File: src/rtl/ahfr_pkg.sv
// Package for the ASCII hex frame receiver with LRC check.
// Character classes, queue entry and result item types, status codes.
// No dependencies.
package ahfr_pkg;

  // Received character width and result field widths
  localparam int CHAR_W   = 8;
  localparam int STATUS_W = 3;
  localparam int COUNT_W  = 6;
  localparam int NIBBLE_W = 4;

  // Default frame length limit, ':' and CR included
  localparam int MAX_FRAME_CHARS_DEF = 128;

  // Entries in the queue between front and back
  localparam int QUEUE_DEPTH = 2;

  // Character classes decided by the front
  typedef logic [2:0] ahfr_class_t;
  localparam ahfr_class_t CLS_COLON = 3'd0;
  localparam ahfr_class_t CLS_CR    = 3'd1;
  localparam ahfr_class_t CLS_LF    = 3'd2;
  localparam ahfr_class_t CLS_HEX   = 3'd3;
  localparam ahfr_class_t CLS_OTHER = 3'd4;

  // ASCII codes
  localparam logic [CHAR_W-1:0] ASC_COLON = 8'h3A;
  localparam logic [CHAR_W-1:0] ASC_CR    = 8'h0D;
  localparam logic [CHAR_W-1:0] ASC_LF    = 8'h0A;
  localparam logic [CHAR_W-1:0] ASC_0     = 8'h30;
  localparam logic [CHAR_W-1:0] ASC_9     = 8'h39;
  localparam logic [CHAR_W-1:0] ASC_UA    = 8'h41;
  localparam logic [CHAR_W-1:0] ASC_UF    = 8'h46;
  localparam logic [CHAR_W-1:0] ASC_LA    = 8'h61;
  localparam logic [CHAR_W-1:0] ASC_LF_HEX = 8'h66;
  localparam logic [CHAR_W-1:0] HEX_TEN   = 8'd10;

  // Result item kinds
  localparam logic KIND_DATA = 1'b0;
  localparam logic KIND_END  = 1'b1;

  // Frame end status codes
  typedef logic [STATUS_W-1:0] ahfr_status_t;
  localparam ahfr_status_t ST_OK     = 3'd0;
  localparam ahfr_status_t ST_NONHEX = 3'd1;
  localparam ahfr_status_t ST_LRC    = 3'd2;
  localparam ahfr_status_t ST_ABORT  = 3'd3;
  localparam ahfr_status_t ST_FORMAT = 3'd4;

  // One classified character as queued
  typedef struct packed {
    ahfr_class_t         cls;
    logic [NIBBLE_W-1:0] nibble;
  } ahfr_entry_t;

  // One result item
  typedef struct packed {
    logic                kind;
    logic [CHAR_W-1:0]   data;
    ahfr_status_t        status;
    logic [COUNT_W-1:0]  count;
  } ahfr_item_t;

  // Queue handshake toward the back
  typedef struct packed {
    logic        valid;
    ahfr_entry_t entry;
  } ahfr_q_out_t;

endpackage

File: src/rtl/ahfr_if.sv
// Channel interfaces for the ASCII hex frame receiver.
// Character input channel and result item channel. Depends on ahfr_pkg.
interface ahfr_char_if
  import ahfr_pkg::*;
();
  logic              valid;
  logic              ready;
  logic [CHAR_W-1:0] rx_char;

  modport source (output valid, output rx_char, input ready);
  modport sink (input valid, input rx_char, output ready);
endinterface

interface ahfr_item_if
  import ahfr_pkg::*;
();
  logic                valid;
  logic                ready;
  logic                item_kind;
  logic [CHAR_W-1:0]   data_byte;
  logic [STATUS_W-1:0] frame_status;
  logic [COUNT_W-1:0]  byte_count;

  modport source (output valid, output item_kind, output data_byte,
                  output frame_status, output byte_count, input ready);
  modport sink (input valid, input item_kind, input data_byte,
                input frame_status, input byte_count, output ready);
endinterface

File: src/rtl/ahfr_front.sv
// Front end: accepts characters and classifies them (framing code, hex digit or other).
// Depends on ahfr_pkg and ahfr_if; feeds ahfr_queue.
module ahfr_front
  import ahfr_pkg::*;
(
  ahfr_char_if.sink    char_in,
  input  logic         q_full,
  output logic         q_push,
  output ahfr_entry_t  q_entry
);

  logic [CHAR_W-1:0]   c;
  logic                is_dig;
  logic                is_upper;
  logic                is_lower;
  logic [NIBBLE_W-1:0] val;

  assign c = char_in.rx_char;

  // Accept whenever the queue has room
  assign char_in.ready = !q_full;
  assign q_push        = char_in.valid && !q_full;

  // Hex digit decode
  assign is_dig   = (c >= ASC_0) && (c <= ASC_9);
  assign is_upper = (c >= ASC_UA) && (c <= ASC_UF);
  assign is_lower = (c >= ASC_LA) && (c <= ASC_LF_HEX);

  always_comb begin
    priority if (is_dig) begin
      val = NIBBLE_W'(c - ASC_0);
    end else if (is_upper) begin
      val = NIBBLE_W'(c - ASC_UA + HEX_TEN);
    end else if (is_lower) begin
      val = NIBBLE_W'(c - ASC_LA + HEX_TEN);
    end else begin
      val = '0;
    end
  end

  // Character class
  always_comb begin
    q_entry.nibble = val;
    priority if (c == ASC_COLON) begin
      q_entry.cls = CLS_COLON;
    end else if (c == ASC_CR) begin
      q_entry.cls = CLS_CR;
    end else if (c == ASC_LF) begin
      q_entry.cls = CLS_LF;
    end else if (is_dig || is_upper || is_lower) begin
      q_entry.cls = CLS_HEX;
    end else begin
      q_entry.cls = CLS_OTHER;
    end
  end

endmodule

File: src/rtl/ahfr_queue.sv
// Short FIFO of classified characters between front and back.
// Depends on ahfr_pkg.
module ahfr_queue
  import ahfr_pkg::*;
(
  input  logic        clk,
  input  logic        rst,
  input  logic        push,
  input  ahfr_entry_t push_entry,
  input  logic        pop,
  output logic        full,
  output ahfr_q_out_t head
);

  localparam int PTR_W = (QUEUE_DEPTH > 1) ? $clog2(QUEUE_DEPTH) : 1;
  localparam int CNT_W = $clog2(QUEUE_DEPTH + 1);

  ahfr_entry_t      slots [QUEUE_DEPTH];
  logic [PTR_W-1:0] wr_ptr;
  logic [PTR_W-1:0] rd_ptr;
  logic [CNT_W-1:0] count;

  assign full        = (count == CNT_W'(QUEUE_DEPTH));
  assign head.valid  = (count != '0);
  assign head.entry  = slots[rd_ptr];

  // Entry storage
  always_ff @(posedge clk) begin
    if (push) begin
      slots[wr_ptr] <= push_entry;
    end
  end

  // Pointers and fill count
  always_ff @(posedge clk) begin
    if (rst) begin
      wr_ptr <= '0;
      rd_ptr <= '0;
      count  <= '0;
    end else begin
      if (push) begin
        wr_ptr <= (wr_ptr == PTR_W'(QUEUE_DEPTH - 1)) ? '0 : wr_ptr + 1'b1;
      end
      if (pop) begin
        rd_ptr <= (rd_ptr == PTR_W'(QUEUE_DEPTH - 1)) ? '0 : rd_ptr + 1'b1;
      end
      if (push && !pop) begin
        count <= count + 1'b1;
      end else if (pop && !push) begin
        count <= count - 1'b1;
      end
    end
  end

  a_no_push_full: assert property (@(posedge clk) disable iff (rst)
    push |-> !full) else $error("queue push while full");
  a_no_pop_empty: assert property (@(posedge clk) disable iff (rst)
    pop |-> head.valid) else $error("queue pop while empty");
  a_count_bound: assert property (@(posedge clk) disable iff (rst)
    count <= CNT_W'(QUEUE_DEPTH)) else $error("queue count out of range");

endmodule

File: src/rtl/ahfr_back.sv
// Back end: framing state machine, byte pairing, LRC sum and result register.
// Depends on ahfr_pkg and ahfr_if; reads ahfr_queue.
module ahfr_back
  import ahfr_pkg::*;
#(
  parameter int MAX_FRAME_CHARS = MAX_FRAME_CHARS_DEF
) (
  input  logic           clk,
  input  logic           rst,
  input  ahfr_q_out_t    head,
  output logic           pop,
  ahfr_item_if.source    item_out
);

  localparam int CC_W = $clog2(MAX_FRAME_CHARS + 1);
  localparam logic [CC_W-1:0] CC_MAX = CC_W'(MAX_FRAME_CHARS);
  localparam logic [COUNT_W-1:0] BE_MAX = '1;

  // Framing states
  localparam logic [1:0] MODE_IDLE     = 2'd0;
  localparam logic [1:0] MODE_BODY     = 2'd1;
  localparam logic [1:0] MODE_AFTER_CR = 2'd2;

  logic [1:0]          mode, mode_next;
  logic [CC_W-1:0]     char_count, char_count_next;
  logic [NIBBLE_W-1:0] high_nibble, high_nibble_next;
  logic                half_pair, half_pair_next;
  logic [CHAR_W-1:0]   held_byte, held_byte_next;
  logic                held_valid, held_valid_next;
  logic [CHAR_W-1:0]   lrc_sum, lrc_sum_next;
  logic                bad_hex_seen, bad_hex_seen_next;
  logic [COUNT_W-1:0]  bytes_emitted, bytes_emitted_next;

  logic                out_valid;
  ahfr_item_t          out_item;

  logic                take;
  logic                open_req;
  logic                res_valid;
  ahfr_item_t          res;
  logic [NIBBLE_W-1:0] nib;
  logic [CHAR_W-1:0]   pair_byte;
  logic [CC_W-1:0]     cc_inc;

  // Pop when the result register is free or is being emptied
  assign take = head.valid && (!out_valid || item_out.ready);
  assign pop  = take;

  assign nib       = (head.entry.cls == CLS_HEX) ? head.entry.nibble : '0;
  assign pair_byte = {high_nibble, nib};
  assign cc_inc    = (char_count < CC_MAX) ? char_count + 1'b1 : char_count;

  // Framing step for the character at the queue head
  always_comb begin
    mode_next          = mode;
    char_count_next    = char_count;
    high_nibble_next   = high_nibble;
    half_pair_next     = half_pair;
    held_byte_next     = held_byte;
    held_valid_next    = held_valid;
    lrc_sum_next       = lrc_sum;
    bad_hex_seen_next  = bad_hex_seen;
    bytes_emitted_next = bytes_emitted;
    open_req           = 1'b0;
    res_valid          = 1'b0;
    res                = '0;

    unique case (mode)
      MODE_BODY: begin
        if (head.entry.cls == CLS_COLON) begin
          res_valid = 1'b1;
          res       = '{KIND_END, '0, ST_ABORT, bytes_emitted};
          open_req  = 1'b1;
        end else begin
          char_count_next = cc_inc;
          if (head.entry.cls == CLS_CR) begin
            mode_next = MODE_AFTER_CR;
          end else begin
            if (head.entry.cls != CLS_HEX) begin
              bad_hex_seen_next = 1'b1;
            end
            if (!half_pair) begin
              high_nibble_next = nib;
              half_pair_next   = 1'b1;
            end else begin
              half_pair_next = 1'b0;
              if (held_valid) begin
                res_valid = 1'b1;
                res       = '{KIND_DATA, held_byte, ST_OK, '0};
                if (bytes_emitted != BE_MAX) begin
                  bytes_emitted_next = bytes_emitted + 1'b1;
                end
              end
              held_byte_next  = pair_byte;
              held_valid_next = 1'b1;
              lrc_sum_next    = lrc_sum + pair_byte;
            end
          end
          // Overflow abort replaces any data result
          if (cc_inc >= CC_MAX) begin
            mode_next = MODE_IDLE;
            res_valid = 1'b1;
            res       = '{KIND_END, '0, ST_ABORT, bytes_emitted_next};
          end
        end
      end
      MODE_AFTER_CR: begin
        res_valid = 1'b1;
        mode_next = MODE_IDLE;
        priority if (head.entry.cls == CLS_COLON) begin
          res      = '{KIND_END, '0, ST_ABORT, bytes_emitted};
          open_req = 1'b1;
        end else if (head.entry.cls != CLS_LF) begin
          res = '{KIND_END, '0, ST_ABORT, bytes_emitted};
        end else if (bad_hex_seen) begin
          res = '{KIND_END, '0, ST_NONHEX, bytes_emitted};
        end else if (half_pair || !held_valid) begin
          res = '{KIND_END, '0, ST_FORMAT, bytes_emitted};
        end else if (lrc_sum != '0) begin
          res = '{KIND_END, '0, ST_LRC, bytes_emitted};
        end else begin
          res = '{KIND_END, '0, ST_OK, bytes_emitted};
        end
      end
      default: begin
        mode_next = MODE_IDLE;
        if (head.entry.cls == CLS_COLON) begin
          open_req = 1'b1;
        end
      end
    endcase

    // New frame after ':'
    if (open_req) begin
      mode_next          = MODE_BODY;
      char_count_next    = CC_W'(1);
      high_nibble_next   = '0;
      half_pair_next     = 1'b0;
      held_byte_next     = '0;
      held_valid_next    = 1'b0;
      lrc_sum_next       = '0;
      bad_hex_seen_next  = 1'b0;
      bytes_emitted_next = '0;
    end
  end

  // Frame state
  always_ff @(posedge clk) begin
    if (rst) begin
      mode          <= MODE_IDLE;
      char_count    <= '0;
      high_nibble   <= '0;
      half_pair     <= 1'b0;
      held_byte     <= '0;
      held_valid    <= 1'b0;
      lrc_sum       <= '0;
      bad_hex_seen  <= 1'b0;
      bytes_emitted <= '0;
    end else if (take) begin
      mode          <= mode_next;
      char_count    <= char_count_next;
      high_nibble   <= high_nibble_next;
      half_pair     <= half_pair_next;
      held_byte     <= held_byte_next;
      held_valid    <= held_valid_next;
      lrc_sum       <= lrc_sum_next;
      bad_hex_seen  <= bad_hex_seen_next;
      bytes_emitted <= bytes_emitted_next;
    end
  end

  // Result register
  always_ff @(posedge clk) begin
    if (rst) begin
      out_valid <= 1'b0;
    end else if (take) begin
      out_valid <= res_valid;
    end else if (item_out.ready) begin
      out_valid <= 1'b0;
    end
  end

  always_ff @(posedge clk) begin
    if (take && res_valid) begin
      out_item <= res;
    end
  end

  assign item_out.valid        = out_valid;
  assign item_out.item_kind    = out_item.kind;
  assign item_out.data_byte    = out_item.data;
  assign item_out.frame_status = out_item.status;
  assign item_out.byte_count   = out_item.count;

  a_data_clean: assert property (@(posedge clk) disable iff (rst)
    (out_valid && out_item.kind == KIND_DATA) |->
      (out_item.status == ST_OK && out_item.count == '0))
    else $error("data item carries frame end fields");
  a_data_needs_held: assert property (@(posedge clk) disable iff (rst)
    (take && res_valid && res.kind == KIND_DATA) |-> (held_valid && mode == MODE_BODY))
    else $error("data byte without a held byte");
  a_idle_quiet: assert property (@(posedge clk) disable iff (rst)
    (take && mode == MODE_IDLE) |=> !out_valid)
    else $error("result from idle character");
  a_cc_bound: assert property (@(posedge clk) disable iff (rst)
    char_count <= CC_MAX) else $error("character count past limit");

endmodule

File: src/rtl/ascii_hex_frame_receiver_lrc_top.sv
// Throughput: one character per cycle; the front, a two-entry queue and the back each stall alone.
// An accepted character's result passes through the queue and then the result register.
// A data byte appears when the following hex pair completes; the frame end item at the character after CR,
// at a ':' inside a frame, or at the frame length limit. Reset (rst, synchronous): framing goes idle,
// queue empties, result register clears. Top level of the ASCII hex frame receiver; depends on ahfr_pkg,
// ahfr_if, ahfr_front, ahfr_queue and ahfr_back.
module ascii_hex_frame_receiver_lrc_top
  import ahfr_pkg::*;
#(
  parameter int MAX_FRAME_CHARS = MAX_FRAME_CHARS_DEF
) (
  input  logic        clk,
  input  logic        rst,
  ahfr_char_if.sink   char_in,
  ahfr_item_if.source item_out
);

  logic        q_full;
  logic        q_push;
  ahfr_entry_t q_entry;
  logic        q_pop;
  ahfr_q_out_t q_head;

  // Classify incoming characters
  ahfr_front u_front (
    .char_in (char_in),
    .q_full  (q_full),
    .q_push  (q_push),
    .q_entry (q_entry)
  );

  // Decoupling queue
  ahfr_queue u_queue (
    .clk        (clk),
    .rst        (rst),
    .push       (q_push),
    .push_entry (q_entry),
    .pop        (q_pop),
    .full       (q_full),
    .head       (q_head)
  );

  // Framing and results
  ahfr_back #(
    .MAX_FRAME_CHARS (MAX_FRAME_CHARS)
  ) u_back (
    .clk      (clk),
    .rst      (rst),
    .head     (q_head),
    .pop      (q_pop),
    .item_out (item_out)
  );

endmodule

File: src/flat_wrapper.sv
// flat-port wrapper written by rule: the top's interface ports become plain ports
module ascii_hex_frame_receiver_lrc_top_flat import ahfr_pkg::*;
#(
  parameter int MAX_FRAME_CHARS = MAX_FRAME_CHARS_DEF
)
  (clk, rst, char_in_valid, char_in_rx_char, char_in_ready, item_out_valid, item_out_item_kind, item_out_data_byte, item_out_frame_status, item_out_byte_count, item_out_ready);
  ahfr_char_if char_in_i ();
  ahfr_item_if item_out_i ();
  input  logic clk;
  input  logic rst;
  input wire logic [$bits(char_in_i.valid)-1:0] char_in_valid;
  input wire logic [$bits(char_in_i.rx_char)-1:0] char_in_rx_char;
  output wire logic [$bits(char_in_i.ready)-1:0] char_in_ready;
  output wire logic [$bits(item_out_i.valid)-1:0] item_out_valid;
  output wire logic [$bits(item_out_i.item_kind)-1:0] item_out_item_kind;
  output wire logic [$bits(item_out_i.data_byte)-1:0] item_out_data_byte;
  output wire logic [$bits(item_out_i.frame_status)-1:0] item_out_frame_status;
  output wire logic [$bits(item_out_i.byte_count)-1:0] item_out_byte_count;
  input wire logic [$bits(item_out_i.ready)-1:0] item_out_ready;
  assign char_in_i.valid = char_in_valid;
  assign char_in_i.rx_char = char_in_rx_char;
  assign char_in_ready = char_in_i.ready;
  assign item_out_valid = item_out_i.valid;
  assign item_out_item_kind = item_out_i.item_kind;
  assign item_out_data_byte = item_out_i.data_byte;
  assign item_out_frame_status = item_out_i.frame_status;
  assign item_out_byte_count = item_out_i.byte_count;
  assign item_out_i.ready = item_out_ready;
  ascii_hex_frame_receiver_lrc_top #(.MAX_FRAME_CHARS(MAX_FRAME_CHARS)) u_core (.clk(clk), .rst(rst), .char_in(char_in_i), .item_out(item_out_i));
endmodule
File: config.mk
export PLATFORM = sky130hd
export DESIGN_NAME = ascii_hex_frame_receiver_lrc_top_flat
export DESIGN_NICKNAME = d
export VERILOG_FILES = /design/src/rtl/ahfr_pkg.sv /design/src/rtl/ahfr_if.sv /design/src/rtl/ahfr_front.sv /design/src/rtl/ahfr_queue.sv /design/src/rtl/ahfr_back.sv /design/src/rtl/ascii_hex_frame_receiver_lrc_top.sv /design/src/flat_wrapper.sv
export SDC_FILE = /design/constraint.sdc
export NUM_CORES = 1
export LEC_CHECK = 0
export BUFFER_PORTS_ARGS = -buffer_cell sky130_fd_sc_hd__buf_4
export CAP_MARGIN = 10
export CORE_MARGIN = 2
export CORE_UTILIZATION = 48
export CTS_CLUSTER_DIAMETER = 50
export CTS_CLUSTER_SIZE = 20
export DETAILED_ROUTE_END_ITERATION = 16
export GPL_TIMING_DRIVEN = 0
export PLACE_DENSITY = 0.66
export SLEW_MARGIN = 10
export SYNTH_ARGS = -nofsm -noshare
export SYNTH_HDL_FRONTEND = slang
export SYNTH_SLANG_ARGS = --single-unit
File: constraint.sdc
create_clock -name clk -period 7.4 [get_ports clk]
set_input_delay 1.48 -clock clk [delete_from_list [all_inputs] [get_ports clk]]
set_output_delay 1.48 -clock clk [all_outputs]
set_load 0.1 [all_outputs]
## Word-level counts from Yosys, hierarchy flattened

Memory sizes are Yosys's and may differ from the RTL's. A register that Yosys moved wholly into a read port is not among the register bits.
Cells that the tools add are included.

- Add/subtract/negate cells: 12
- Magnitude comparators: 8
- Equality and inequality tests: 16
- Multiplexer cells: 82
- Reductions and logical operators: 31

Operators by type and width:

| kind | count |
|---|---|
| 8-bit 2-to-1 mux | 15 |
| 17-bit 2-to-1 mux | 3 |
| 6-bit 2-to-1 mux | 7 |
| 18-bit 2-to-1 mux | 2 |
| 4-bit 2-to-1 mux | 9 |
| 9-bit 2-to-1 mux | 4 |
| 18-bit case mux with 2 select lines | 1 |
| 1-bit 2-to-1 mux | 29 |
| 8-bit by 4-bit equality test with 1-bit output (second input constant) | 2 |
| 8-bit by 7-bit >= comparator with 1-bit output (second input constant) | 2 |
| 8-bit by 7-bit <= comparator with 1-bit output (second input constant) | 2 |
| 5-bit AND reduction | 3 |
| 2-bit 2-to-1 mux | 7 |
| 3-bit 2-to-1 mux | 4 |
| 2-bit nonzero test | 6 |
| 4-bit by 1-bit subtractor with 4-bit output (second input constant) | 3 |
| 4-bit adder (second input constant) | 2 |
| 8-bit by 1-bit adder with 8-bit output (second input constant) | 1 |
| 8-bit adder | 1 |
| 8-bit by 6-bit equality test with 1-bit output (second input constant) | 1 |
| 8-bit by 6-bit >= comparator with 1-bit output (second input constant) | 1 |
| 8-bit >= comparator (second input constant) | 1 |
| 8-bit by 6-bit <= comparator with 1-bit output (second input constant) | 1 |
| 1-bit logical AND | 8 |
| other kinds (22) | 34 |

- Bits in registers: 62
- RAM bits: 14
- Output and inout bits: 20
- Word-level logic and storage cells: 167
- Memories kept: 1

Memory list:

| name | depth | bits a word | rd ports | clocked after memory_dff | write ports | RTL line | source |
|---|---|---|---|---|---|---|---|
| u_core.u_queue.slots | 2 | 7 | 1 | 1 | 1 | ahfr_queue.sv:18 | `ahfr_entry_t slots [QUEUE_DEPTH];` |

## Depth between registers and ports, before layout

Gate-level depths: netlist of run 1.

- Depth in word-level cells: 8
- Mapped depth: 12
- Depth with buffers taken out: 11

## By module

A second synthesis of run 1 with hierarchy kept.

- Cells, all modules: 386
- Area total of the unflattened synthesis: 3,945.0 um^2

Modules (own cells, without submodules):

| module | instances | cells an instance | area each (um^2) |
|---|---|---|---|
| ahfr_back | 1 | 302 | 2,935.3 |
| ahfr_queue | 1 | 44 | 714.4 |
| ahfr_front | 1 | 40 | 295.3 |

## Worst setup path before layout of run 1

No wires, ideal clock.

- Path kind: input port to flip-flop
- From: in item_out_ready
- To: reg u_core.u_back.out_item, in the netlist u_core.u_back.item_out.byte_count[0], enable pin
- Arrival: 3,256 ps
- Required time: 6,984 ps
- Slack: 3,728 ps
- Cell stages on the path: 5
- Cell sequence: nand2b_1 and2_1 buf_2 inv_4 nor3_1

- Cells in the longest elaborated chain, start to end: 3

Ends and longest elaborated chain:

| what | RTL line | source |
|---|---|---|
| start, declared | flat_wrapper.sv:19 | `input wire logic [$bits(item_out_i.ready)-1:0] item_out_ready;` |
| 1-bit logical OR | ahfr_back.sv:46 | `assign take = head.valid && (!out_valid \|\| item_out.ready);` |
| 1-bit logical AND | ahfr_back.sv:46 |  |
| 1-bit logical AND | ahfr_back.sv:184 | `if (take && res_valid) begin` |
| end signal, assigned | ahfr_back.sv:185 | `out_item <= res;` |
| end, declared | ahfr_back.sv:35 | `ahfr_item_t out_item;` |

No other way between the ends.
A chain may end at the register's enable or synchronous reset.

==> impl_results.md, run 1 <==
* Outcome: completed
* Async SR Flop Fraction at 0%
* Clock buffers created by TritonCTS at 9
* Clock Skew at 0.00935 ns
* Chip Width at roughly 94 um
* Wirelength per Cell at ~14 um
* Core Region at just under 0.008 mm^2
* Final Hold Fails at 0
* Drt drc at 0
* R2r setup slk at around 4.4 ns
* Max Transition Viols Final at 0
* Worst VDD drop at ~220 uV
* Vias per Instance at approximately 5.5
* Clock sink total at 77
* Layout cells sized above 1 at between 10% and 20%
* Fmax at ~0.33 GHz
* Pre-Repair DR Iteration Count at 5
* RSZ-0062 raised after global routing: no
* CTS root buffer: clkbuf_8
* Mux cell area share after synthesis at under 10%
* Row cnt at 32
* Synth cell count leaders: dfxtp_1 (45), nor2_1 (40), a21oi_1 (34)
* Data arrival, critical path at between 3 and 4 ns
* Post-synth EDFFs at 32
* Adder-cell share of the synthesized area at about 5.7%
* Crit end category: register
* Sequential area share after synthesis at 48.2%
* Dpl hpwl at between 5000 and 6000 um
* Fin nets at 450
* Combinational family with the most area after synthesis: simple AND/OR/NAND/NOR gates
* Port buffer count at 31
* Number of synthesized register bits at slightly below 80
* Drt initial violations at roughly 200
* Worst-path maximum fanout at 10
* Sequential share of power at roughly 49%
* Primary FF master, synth: dfxtp_1
* Synth warn at 0
* NetSw at 0.000323 W
* First-pass GRT wire length at approximately 13000 um
* Yosys top cell area share at 24.9%
* Leak at around 1.6 nW
* CTS tree: done
* Clock power frac at 28.2%
* Post-CTS setup buffer count at 0
* CTS H-Tree Depth at 3
* Syn Area/Cell at 10.2 um^2
* Most frequent cell after synthesis: dfxtp_1
* Synthesized area at a little under 0.004 mm^2
* Total GRT Usage at ~18%
* WP data required at 7.65 ns
* Largest net degree at the start of global routing at 15
* Congestion Overflow GR at 0
* Starting Density at roughly 50%
* Initial antenna violation count at 0
* Max-slew headroom at 56.8%
* Layout filler cell count at roughly 720
* Maxcap violations at 0
* Switch share at 32.4%
* Tcrit/Tclk final at 40.4%
* Number of global-route vias before repair at between 2k and 3k
* Resized cells post-CTS at 0
* Comb power frac at a little under a quarter
* Antenna fix cells at 0
* Hold_buf cts at 0
* Final setup viols at 0
* Power Density at 226 mW/mm^2
* Die Y-Extent at 93.7 um
* Worst-Skew Late Latency at about 0.35 ns
* Detail Route Antenna Nets at 0
* Synth unique cells at between 50 and 60
* Simple-gate portion of the synthesized area at 19.9%
* Setup TNS Final at 0 ns
* Final Critical Period at roughly 3 ns
* Critical path class: reg2reg
* WL final at 7240 um
* Post-Layout Inst Area at 0.00442 mm^2
* Worst hold path type: reg2reg
* Synthesized net count at between 400 and 500
* Area grow syn2layout at 14.2%
* Complex-gate fraction of the synthesized area at approximately 17%
* Clock buffer depth at 2
* Placed Instance Area at between 0.004 and 0.005 mm^2
* Xor/xnor share of the synthesized area at between 3 and 4%
* Largest cells by area after synthesis: edfxtp_1 (25%), dfxtp_1 (23%), ha_1 (5.2%)
* Final RePlAce weighted congestion at between 0.8 and 0.9
* CP Launch Type: register
* Worst-margin pin slew at ~0.64 ns
* Clock transition at path regs at roughly 0.08 ns
* Die ar. at just under 0.009 mm^2
* Post-synth top area cell: edfxtp_1
* Post-Synthesis Cells at 378
* I/O Pins at 32
* Via Count at roughly 2.9k
* Internal power at 0.000675 W
## final timing paths
kind / start / end / cells past startpoint
worst max-delay path: register / u_core.u_back.lrc_sum[6]$_SDFFE_PP0P_ / 11
worst min-delay path: u_core.u_back.held_byte[4]$_SDFFE_PP0P_ / u_core.u_back.held_byte[4]$_SDFFE_PP0P_ / 1
worst max register to register: register / u_core.u_back.lrc_sum[6]$_SDFFE_PP0P_ / 11
worst min register to register: u_core.u_back.held_byte[4]$_SDFFE_PP0P_ / u_core.u_back.held_byte[4]$_SDFFE_PP0P_ / 1
## sequential cells by signal, summed over array words and instances (netlist names), named ones only
signal                               count
u_core.u_queue.rd_ptr                    1
u_core.u_back.item_out.frame_status      3
u_core.u_back.held_byte                  8
u_core.u_back.half_pair                  1
u_core.u_back.item_out.data_byte         8
u_core.u_back.lrc_sum                    8
u_core.u_queue.count                     2
u_core.u_back.bytes_emitted              6
u_core.u_back.mode                       2
u_core.u_back.char_count                 8
u_core.u_back.held_valid                 1
u_core.u_queue.slots                    14
u_core.u_back.item_out.byte_count        6
u_core.u_back.item_out.valid             1
u_core.u_back.high_nibble                4
u_core.u_back.item_out.item_kind         1
u_core.u_queue.wr_ptr                    1
u_core.u_back.bad_hex_seen               1
## worst max-delay path: stages, from the launching register on
cell and delay (ns):
dfxtp_1 0.38, buf_6 0.18, mux2_2 0.39, nand2_1 0.21, nor2_1 0.12, ha_1 0.25
fa_1 0.44, a21o_1 0.18, a21oi_1 0.24, o21ai_0 0.17, xor2_1 0.16, a22o_1 0.18
## power by group through the flow
stage | Sequential (W) | Clock, W | Combinational, W
final | 0.000486 | 0.000282 | 0.000230
after global routing | 0.000489 | 0.000309 | 0.000252
after CTS | 0.000486 | 0.000289 | 0.000231
after detailed placement | 0.000496 | 0 | 0.000230
after global placement | 0.000494 | 0 | 0.000225
after floorplan | 0.000493 | 0 | 0.000184
## cell type report
class	count	area, um^2	area share [%]
timing repair buffer	32	244	5.52
sequential	77	1860	42.2
clock inverter	7	50.0	1.13
buffer	9	47.5	1.08
inverter	11	43.8	0.992
multi-input combinational	281	1920	43.4
clock buffer	9	124	2.80
tap	102	128	2.89
## layout by cell type, fill, tap and decap left out, drive strengths merged, types with 8 or more instances in the layout
master,n
and2,9
o21ai,17
dfxtp,45
xor2,11
edfxtp,32
nor2,44
a22o,12
ha,16
nand3,10
buf,39
nand2,26
clkbuf,11
mux2i,12
a21oi,37
inv,13
nor3,15
a31oi,8
## metal layers
metal / track usage (%) / vias up / wire length (um)
met1: 24.0 / 1360 / 3370
met2: 30.4 / 64 / 3440
met3: 4.01 / 12 / 324
met4: 6.40 / 0 / 108
met5: 0 / - / 0
li1: - / 1476 / -
## logic make-up (layout without fill, tap and decap cells)
logic type / count (synthesis) / in the layout
and+or+nand+nor: 143 / 143
AOI/OAI and AO/OA: 92 / 92
DFF: 77 / 77
buffers and inverters: 20 / 68
adders and majority gates: 17 / 17
xor gates and xnor gates: 16 / 16
muxes: 13 / 13
## through the flow
stage                     setup WS (ns)  hold WS, ns  power [W]  instances  util (%)
after global placement             3.08        0.447   0.000719        511      54.4
final                              4.41        0.476   0.000998        528      56.9
after floorplan                    3.73        0.434   0.000676        378         -
after CTS                          4.40        0.481    0.00101        528      56.9
after detailed placement           4.22        0.461   0.000725        512      54.6
after global routing               4.25        0.495    0.00105        528      56.9
No activity file was read; power rests on OpenSTA's default activity.
==> run 2, diff against run 1 <==
Settings changed: PLACE_DENSITY 0.66 to 0.69.
Clock period 7.4 ns to 2.7 ns, I/O delays scaled along.
==> run 2 against run 1 <==
Hold slack gained 0.0045 ns; global-route usage shrank 0.58 points; routed wire length grew 0.73%; critical endpoint unchanged; critical path type unchanged.
==> impl_results.md, run 2 (synthesized netlist as in run 1, its figures left out) <==
* Power Total at 0.00289 W (was 0.000998 W)
* Data arrival, critical path at 2.81 ns (was 3.24 ns)
* Internal power at 0.00197 W (was 0.000675 W)
* Die ar. at 0.00879 mm^2 (unchanged)
* Clock buffers created by TritonCTS at 9 (unchanged)
* CTS root buffer: clkbuf_8 (unchanged)
* Comb power frac at 23.6% (was 23.1%)
* Clock buffer depth at 2 (unchanged)
* Power Density at 643 mW/mm^2 (was 226 mW/mm^2)
* Worst-margin pin slew at 0.753 ns (was 0.643 ns)
* Port buffer count at 31 (unchanged)
* Largest net degree at the start of global routing at 19 (was 15)
* Worst-path maximum fanout at 9 (was 10)
* Critical path class: reg2reg (unchanged)
* Antenna fix cells at 0 (unchanged)
* Number of global-route vias before repair at 2728 (was 2807)
* Final core utilization at 57.9% (was 56.9%)
* Setup TNS Final at 0 ns (unchanged)
* Starting Density at 49.8% (unchanged)
* WL final at 7300 um (was 7240 um)
* Maxcap violations at 0 (unchanged)
* Vias per Instance at 5.48 (was 5.52)
* Dpl hpwl at 5340 um (was 5470 um)
* R2r setup slk at 0.14 ns (was 4.41 ns)
* CTS H-Tree Depth at 3 (unchanged)
* Clock sink total at 77 (unchanged)
* Worst-Skew Late Latency at 0.35 ns (about the same)
* NetSw at 0.000917 W (was 0.000323 W)
* Worst stage delay on the critical path at 0.43 ns (was 0.44 ns)
* Chip Width at 93.7 um (unchanged)
* Congestion Overflow GR at 0 (unchanged)
* Wirelength per Cell at 13.8 um (was 13.7 um)
* Final Critical Period at 2.56 ns (was 2.99 ns)
* Max Transition Viols Final at 0 (unchanged)
* Most common cell after layout, fill and taps aside: dfxtp_1 (unchanged)
* Detail Route Antenna Nets at 0 (unchanged)
* Area grow syn2layout at 16.3% (was 14.2%)
* Hold_buf cts at 0 (unchanged)
* Final Hold Fails at 0 (unchanged)
* I/O Pins at 32 (unchanged)
* Max-slew headroom at 49.6% (was 56.8%)
* CTS tree: done (unchanged)
* Final RePlAce weighted congestion at 0.816 (was 0.815)
* Fin nets at 452 (was 450)
* WP data required at 2.95 ns (was 7.65 ns)
* Clock transition at path regs at 0.09 ns (was 0.08 ns)
* Drt initial violations at 146 (was 202)
* Row cnt at 32 (unchanged)
* Die Y-Extent at 93.7 um (unchanged)
* Reg with most FFs: u_core.u_queue.slots (unchanged)
* Worst hold path type: reg2reg (unchanged)
* Outcome: completed (unchanged)
* Layout cells sized above 1 at 19.6% (was 17.8%)
* CP Launch Type: register (unchanged)
* Clock power frac at 30.2% (was 28.2%)
* Slowest-stage cell, CP: fa_1 (unchanged)
* First-pass GRT wire length at 12600 um (was 12800 um)
* Critical path cell sequence: buf_8 -> mux2_4 -> nand2_4 -> nor2_1 -> ha_2 -> fa_1 -> a21o_1 -> a21oi_2 -> o21ai_1 -> xor2_1 -> a22o_1 (was buf_6 -> mux2_2 -> nand2_1 -> nor2_1 -> ha_1 -> fa_1 -> a21o_1 -> a21oi_1 -> o21ai_0 -> xor2_1 -> a22o_1)
* Pre-Repair DR Iteration Count at 6 (was 5)
* Fmax at 0.391 GHz (was 0.334 GHz)
* Drt drc at 0 (unchanged)
* Crit end category: register (unchanged)
* Via Count at 2905 (was 2912)
* Layout filler cell count at 704 (was 723)
* Total GRT Usage at 17.9% (was 18.4%)
* Final setup viols at 0 (unchanged)
* Switch share at 31.7% (was 32.4%)
* Initial antenna violation count at 0 (unchanged)
* Core Region at 0.00777 mm^2 (unchanged)
* Clock Skew at 0.0119 ns (was 0.00935 ns)
* Most frequent cells in the layout: dfxtp_1 (44), nor2_1 (39), buf_4 (34) (was dfxtp_1 (45), nor2_1 (40), a21oi_1 (34))
* Leak at 1.64 nW (was 1.60 nW)
* Largest register FFs at 14 (unchanged)
* Worst VDD drop at 647 uV (was 216 uV)
* Tcrit/Tclk final at 94.8% (was 40.4%)
* Sequential share of power at 46.2% (was 48.7%)
==> run 2: cell count changes in the layout (fill, tap and decap cells not counted), sizes merged <==
| cell | change |
|---|---|
| bufinv | +1 |
| clkinv | -2 |
| buf | +2 |
| clkinvlp | +1 |
==> run 2: path summary, 6_finish.rpt <==
kind,from,end,cells past startpoint
setup / recovery,register,u_core.u_back.lrc_sum[6]$_SDFFE_PP0P_,11
setup reg to reg,register,u_core.u_back.lrc_sum[6]$_SDFFE_PP0P_,11
hold / removal,u_core.u_back.held_byte[4]$_SDFFE_PP0P_,u_core.u_back.held_byte[4]$_SDFFE_PP0P_,1
hold reg to reg,u_core.u_back.held_byte[4]$_SDFFE_PP0P_,u_core.u_back.held_byte[4]$_SDFFE_PP0P_,1
==> run 2: cell type report <==
class | instances | area, um^2 | share of cell area [%]
Tap cell | 102 | 128 | 2.84
Sequential cell | 77 | 1860 | 41.4
Clock inverter | 7 | 73.8 | 1.64
Clock buffer | 9 | 124 | 2.76
Timing Repair Buffer | 34 | 255 | 5.68
Buffer | 9 | 51.3 | 1.14
Inverter | 11 | 43.8 | 0.974
Multi-Input combinational cell | 281 | 1960 | 43.5
==> run 2: power groups by stage <==
stage                     registers (W)  clock network, W  logic [W]
after floorplan                 0.00135                 0   0.000505
after detailed placement        0.00136                 0   0.000631
after global placement          0.00135                 0   0.000619
after global routing            0.00134          0.000932   0.000746
final                           0.00134          0.000873   0.000683
after CTS                       0.00133          0.000883   0.000654
==> run 2: stage by stage <==
stage,area [um^2],cells,setup slack (ns),hold slack [ns]
3_3_place_gp,4230,511,-0.222,0.448
6_report,4500,530,0.141,0.481
3_5_place_dp,4230,511,-0.275,0.460
4_1_cts,4450,527,0.0240,0.480
2_1_floorplan,3870,378,0.00914,0.434
5_1_grt,4500,530,-0.0111,0.498
==> run 2: routing by layer <==
metal / global-route usage (%) / share of wire [%] / vias to the layer above
met5: 0 / 0 / -
met4: 5.92 / 0.86 / 0
met3: 3.13 / 4.1 / 6
met2: 28.7 / 48 / 53
li1: - / - / 1483
met1: 24.5 / 47 / 1363
==> run 2: critical path: cells and delay by family, from the launching register on <==
kind / cells / cell delay [ns]
muxes: 1 / 0.34
xor gates and xnor gates: 1 / 0.15
AOI/OAI and AO/OA: 4 / 0.60
adders and majority gates: 2 / 0.65
DFF: 1 / 0.37
and+or+nand+nor: 2 / 0.21
buffers and inverters: 1 / 0.15
==> run 2: repair_timing <==
item	in CTS	in global routing
setup buffers	0	3
gates resized for setup	6	6
endpoints found under the setup margin	21	2
pin swaps	0	1
==> run 3, diff against run 2 <==
Settings changed: CTS_CLUSTER_DIAMETER 50 to 120, PLACE_DENSITY 0.69 to 0.66, SYNTH_HIERARCHICAL set to 1.
Clock period 2.7 ns to 3 ns, I/O delays scaled along.
==> run 3 against run 2 <==
Final area increased by 0.75%; sequential power decreased by 12%; core utilization decreased by 1.9 points.
==> impl_results.md, run 3 <==
* Data arrival, critical path at 2.80 ns (was 2.81 ns)
* Final RePlAce weighted congestion at 0.841 (was 0.816)
* Total GRT Usage at 18.2% (was 17.9%)
* Row cnt at 33 (was 32)
* Post-synth EDFFs at 32 (unchanged)
* Mux cell area share after synthesis at 5.33% (was 3.72%)
* RSZ-0062 raised after global routing: no
* Dpl hpwl at 5520 um (was 5340 um)
* Layout cells sized above 1 at 17.6% (was 19.6%)
* Most frequent cells in the layout: dfxtp_1 (45), nor2_1 (40), edfxtp_1 (32) (was dfxtp_1 (44), nor2_1 (39), buf_4 (34))
* Fmax at 0.360 GHz (was 0.391 GHz)
* Power Total at 0.00250 W (was 0.00289 W)
* Complex-gate fraction of the synthesized area at 15.5% (was 16.5%)
* Initial antenna violation count at 0 (unchanged)
* Clock transition at path regs at 0.09 ns (about the same)
* Drt drc at 0 (unchanged)
* Chip Width at 94.7 um (was 93.7 um)
* Reg with most FFs: u_core/u_queue/slots (was u_core.u_queue.slots)
* Core Region at 0.00809 mm^2 (was 0.00777 mm^2)
* Tcrit/Tclk final at 92.5% (was 94.8%)
* Die ar. at 0.00896 mm^2 (was 0.00879 mm^2)
* Via Count at 2923 (was 2905)
* R2r setup slk at 0.23 ns (was 0.14 ns)
* Largest net degree at the start of global routing at 19 (unchanged)
* Max Transition Viols Final at 0 (unchanged)
* Worst VDD drop at 448 uV (was 647 uV)
* Resized cells post-CTS at 1 (was 6)
* Primary FF master, synth: dfxtp_1 (unchanged)
* First-pass GRT wire length at 12800 um (was 12600 um)
* Hold_buf cts at 0 (unchanged)
* Port buffer count at 30 (was 31)
* Max-slew headroom at 32.2% (was 49.6%)
* Largest cells by area after synthesis: edfxtp_1 (24%), dfxtp_1 (23%), ha_1 (5.4%) (was edfxtp_1 (25%), dfxtp_1 (23%), ha_1 (5.2%))
* Worst-Skew Late Latency at 0.35 ns (about the same)
* Synth cell count leaders: dfxtp_1 (45), nor2_1 (40), edfxtp_1 (32) (was dfxtp_1 (45), nor2_1 (40), a21oi_1 (34))
* Crit end category: register (unchanged)
* Clock Skew at 0.0144 ns (was 0.0119 ns)
* Worst hold path type: reg2reg (unchanged)
* Post-Layout Inst Area at 0.00453 mm^2 (was 0.00450 mm^2)
* Number of synthesized register bits at 77 (unchanged)
* CTS root buffer: clkbuf_8 (unchanged)
* Placed Instance Area at 0.00430 mm^2 (was 0.00423 mm^2)
* Post-synth top area cell: edfxtp_1 (unchanged)
* Starting Density at 48.7% (was 49.8%)
* CTS tree: done (unchanged)
* Simple-gate portion of the synthesized area at 19.8% (was 19.9%)
* Synth warn at 6 (was 0)
* Min-delay src: u_core/u_back/held_byte[7]$_SDFFE_PP0P_ (was u_core.u_back.held_byte[4]$_SDFFE_PP0P_)
* CP Launch Type: register (unchanged)
* I/O Pins at 32 (unchanged)
* Largest register FFs at 14 (unchanged)
* Hold Path Cell Cnt at 1 (unchanged)
* Post-Synthesis Cells at 386 (was 378)
* Async SR Flop Fraction at 0% (unchanged)
* Final Critical Period at 2.77 ns (was 2.56 ns)
* Adder-cell share of the synthesized area at 5.90% (was 5.70%)
* Syn Area/Cell at 10.2 um^2 (about the same)
* Final Hold Fails at 0 (unchanged)
* Worst-margin pin slew at 1.01 ns (was 0.753 ns)
* Die Y-Extent at 94.7 um (was 93.7 um)
* Outcome: completed (unchanged)
* Critical path class: reg2reg (unchanged)
* Synthesized net count at 416 (was 407)
* Power Density at 551 mW/mm^2 (was 643 mW/mm^2)
* Setup TNS Final at 0 ns (unchanged)
* Worst R2R End: u_core/u_back/item_out.data_byte[2]$_DFFE_PP_ (was u_core.u_back.lrc_sum[6]$_SDFFE_PP0P_)
* Reg2Reg Depth at 9 (was 11)
* Sequential area share after synthesis at 47.2% (was 48.2%)
* Clock buffer depth at 2 (unchanged)
* Clock sink total at 77 (unchanged)
* Most frequent cell after synthesis: dfxtp_1 (unchanged)
* Drt initial violations at 132 (was 146)
* Fin nets at 456 (was 452)
* WP data required at 3.02 ns (was 2.95 ns)
* Detail Route Antenna Nets at 0 (unchanged)
* Area grow syn2layout at 14.8% (was 16.3%)
* Vias per Instance at 5.45 (was 5.48)
* Number of global-route vias before repair at 2751 (was 2728)
* Antenna fix cells at 0 (unchanged)
* Worst-path maximum fanout at 18 (was 9)
* Leak at 1.77 nW (was 1.64 nW)
* WL final at 7580 um (was 7300 um)
* CTS H-Tree Depth at 3 (unchanged)
* Endpoint, Worst Hold: u_core/u_back/held_byte[7]$_SDFFE_PP0P_ (was u_core.u_back.held_byte[4]$_SDFFE_PP0P_)
* Xor/xnor share of the synthesized area at 3.11% (was 3.62%)
* Congestion Overflow GR at 0 (unchanged)
* Final setup viols at 0 (unchanged)
* Clock buffers created by TritonCTS at 9 (unchanged)
* Pre-Repair DR Iteration Count at 4 (was 6)
* Synthesized area at 0.00395 mm^2 (was 0.00387 mm^2)
* Yosys top cell area share at 24.4% (was 24.9%)
* Wirelength per Cell at 14.1 um (was 13.8 um)
* Post-CTS setup buffer count at 0 (unchanged)
* Combinational family with the most area after synthesis: simple AND/OR/NAND/NOR gates (unchanged)
* Maxcap violations at 0 (unchanged)
* Synth unique cells at 64 (was 59)
* Most common cell after layout, fill and taps aside: dfxtp_1 (unchanged)
## run 3: cell types whose count changed in the layout (fill, tap and decap cells not counted), sizes merged, moves of 5 or more
| cell | change |
|---|---|
| buf | -7 |
| clkbuf | +10 |
| mux2 | +7 |
| a21oi | -18 |
| o211ai | +5 |
| a31oi | -5 |
| nor3 | -8 |
## run 3: stage by stage
step | util [%] | hold WS, ns | setup slack (ns) | std cells
global placement | 53.2 | 0.457 | -0.0295 | 521
detailed placement | 53.2 | 0.460 | -0.0404 | 521
global route | 56.0 | 0.488 | 0.0465 | 536
finish | 56.0 | 0.480 | 0.225 | 536
CTS | 55.9 | 0.474 | 0.0581 | 537
floorplan | - | 0.440 | 0.190 | 386
## run 3: per-layer routing
layer | wire length, um | global-route usage [%]
met5 | 0 | 0
met2 | 3630 | 29.8
met3 | 199 | 2.47
met4 | 104 | 7.61
met1 | 3650 | 24.3
## run 3: cell families after synthesis
logic type / count (synthesis)
mux: 20
xor+xnor: 14
fa+ha+maj: 18
buf+inv: 28
simple gates: 144
compound gates: 85
flops: 77
## run 3: worst max-delay path by stage
stage | startpoint | end | slack (ns) | cells past startpoint
floorplan | register | u_core/u_back/item_out.byte_count[0]$_DFFE_PP_ | 0.19 | 9
global placement | register | u_core/u_back/item_out.data_byte[7]$_DFFE_PP_ | -0.03 | 9
detailed placement | register | u_core/u_back/item_out.data_byte[7]$_DFFE_PP_ | -0.04 | 9
CTS | register | u_core/u_back/lrc_sum[6]$_SDFFE_PP0P_ | 0.06 | 12
global route | register | u_core/u_back/lrc_sum[7]$_SDFFE_PP0P_ | 0.05 | 11
finish | register | u_core/u_back/item_out.data_byte[2]$_DFFE_PP_ | 0.23 | 9
## run 3: critical path, stage by stage (launching register included)
cell and delay [ns]:
dfxtp_1 0.31, clkbuf_4 0.17, mux2_2 0.35, buf_6 0.14, or3_1 0.38, buf_6 0.14, o211ai_4 0.08, nor3_2 0.07
or4_4 0.52, clkinvlp_4 0.29
## run 3: layout make-up
class / count / area, um^2
repair buffers: 30 / 225
plain buffers: 15 / 77.6
fillers: 750 / 3560
clock inverters: 6 / 66.3
clock buffers: 10 / 149
inverters: 12 / 48.8
multi-input cells: 281 / 1970
flip-flops and latches: 77 / 1860
well taps: 105 / 131
## run 3: power by group
part	internal, W	total, W	switching (W)
registers	0.00115	0.00118	0.0000302
clock network	0.000439	0.000828	0.000389
logic	0.000193	0.000485	0.000292
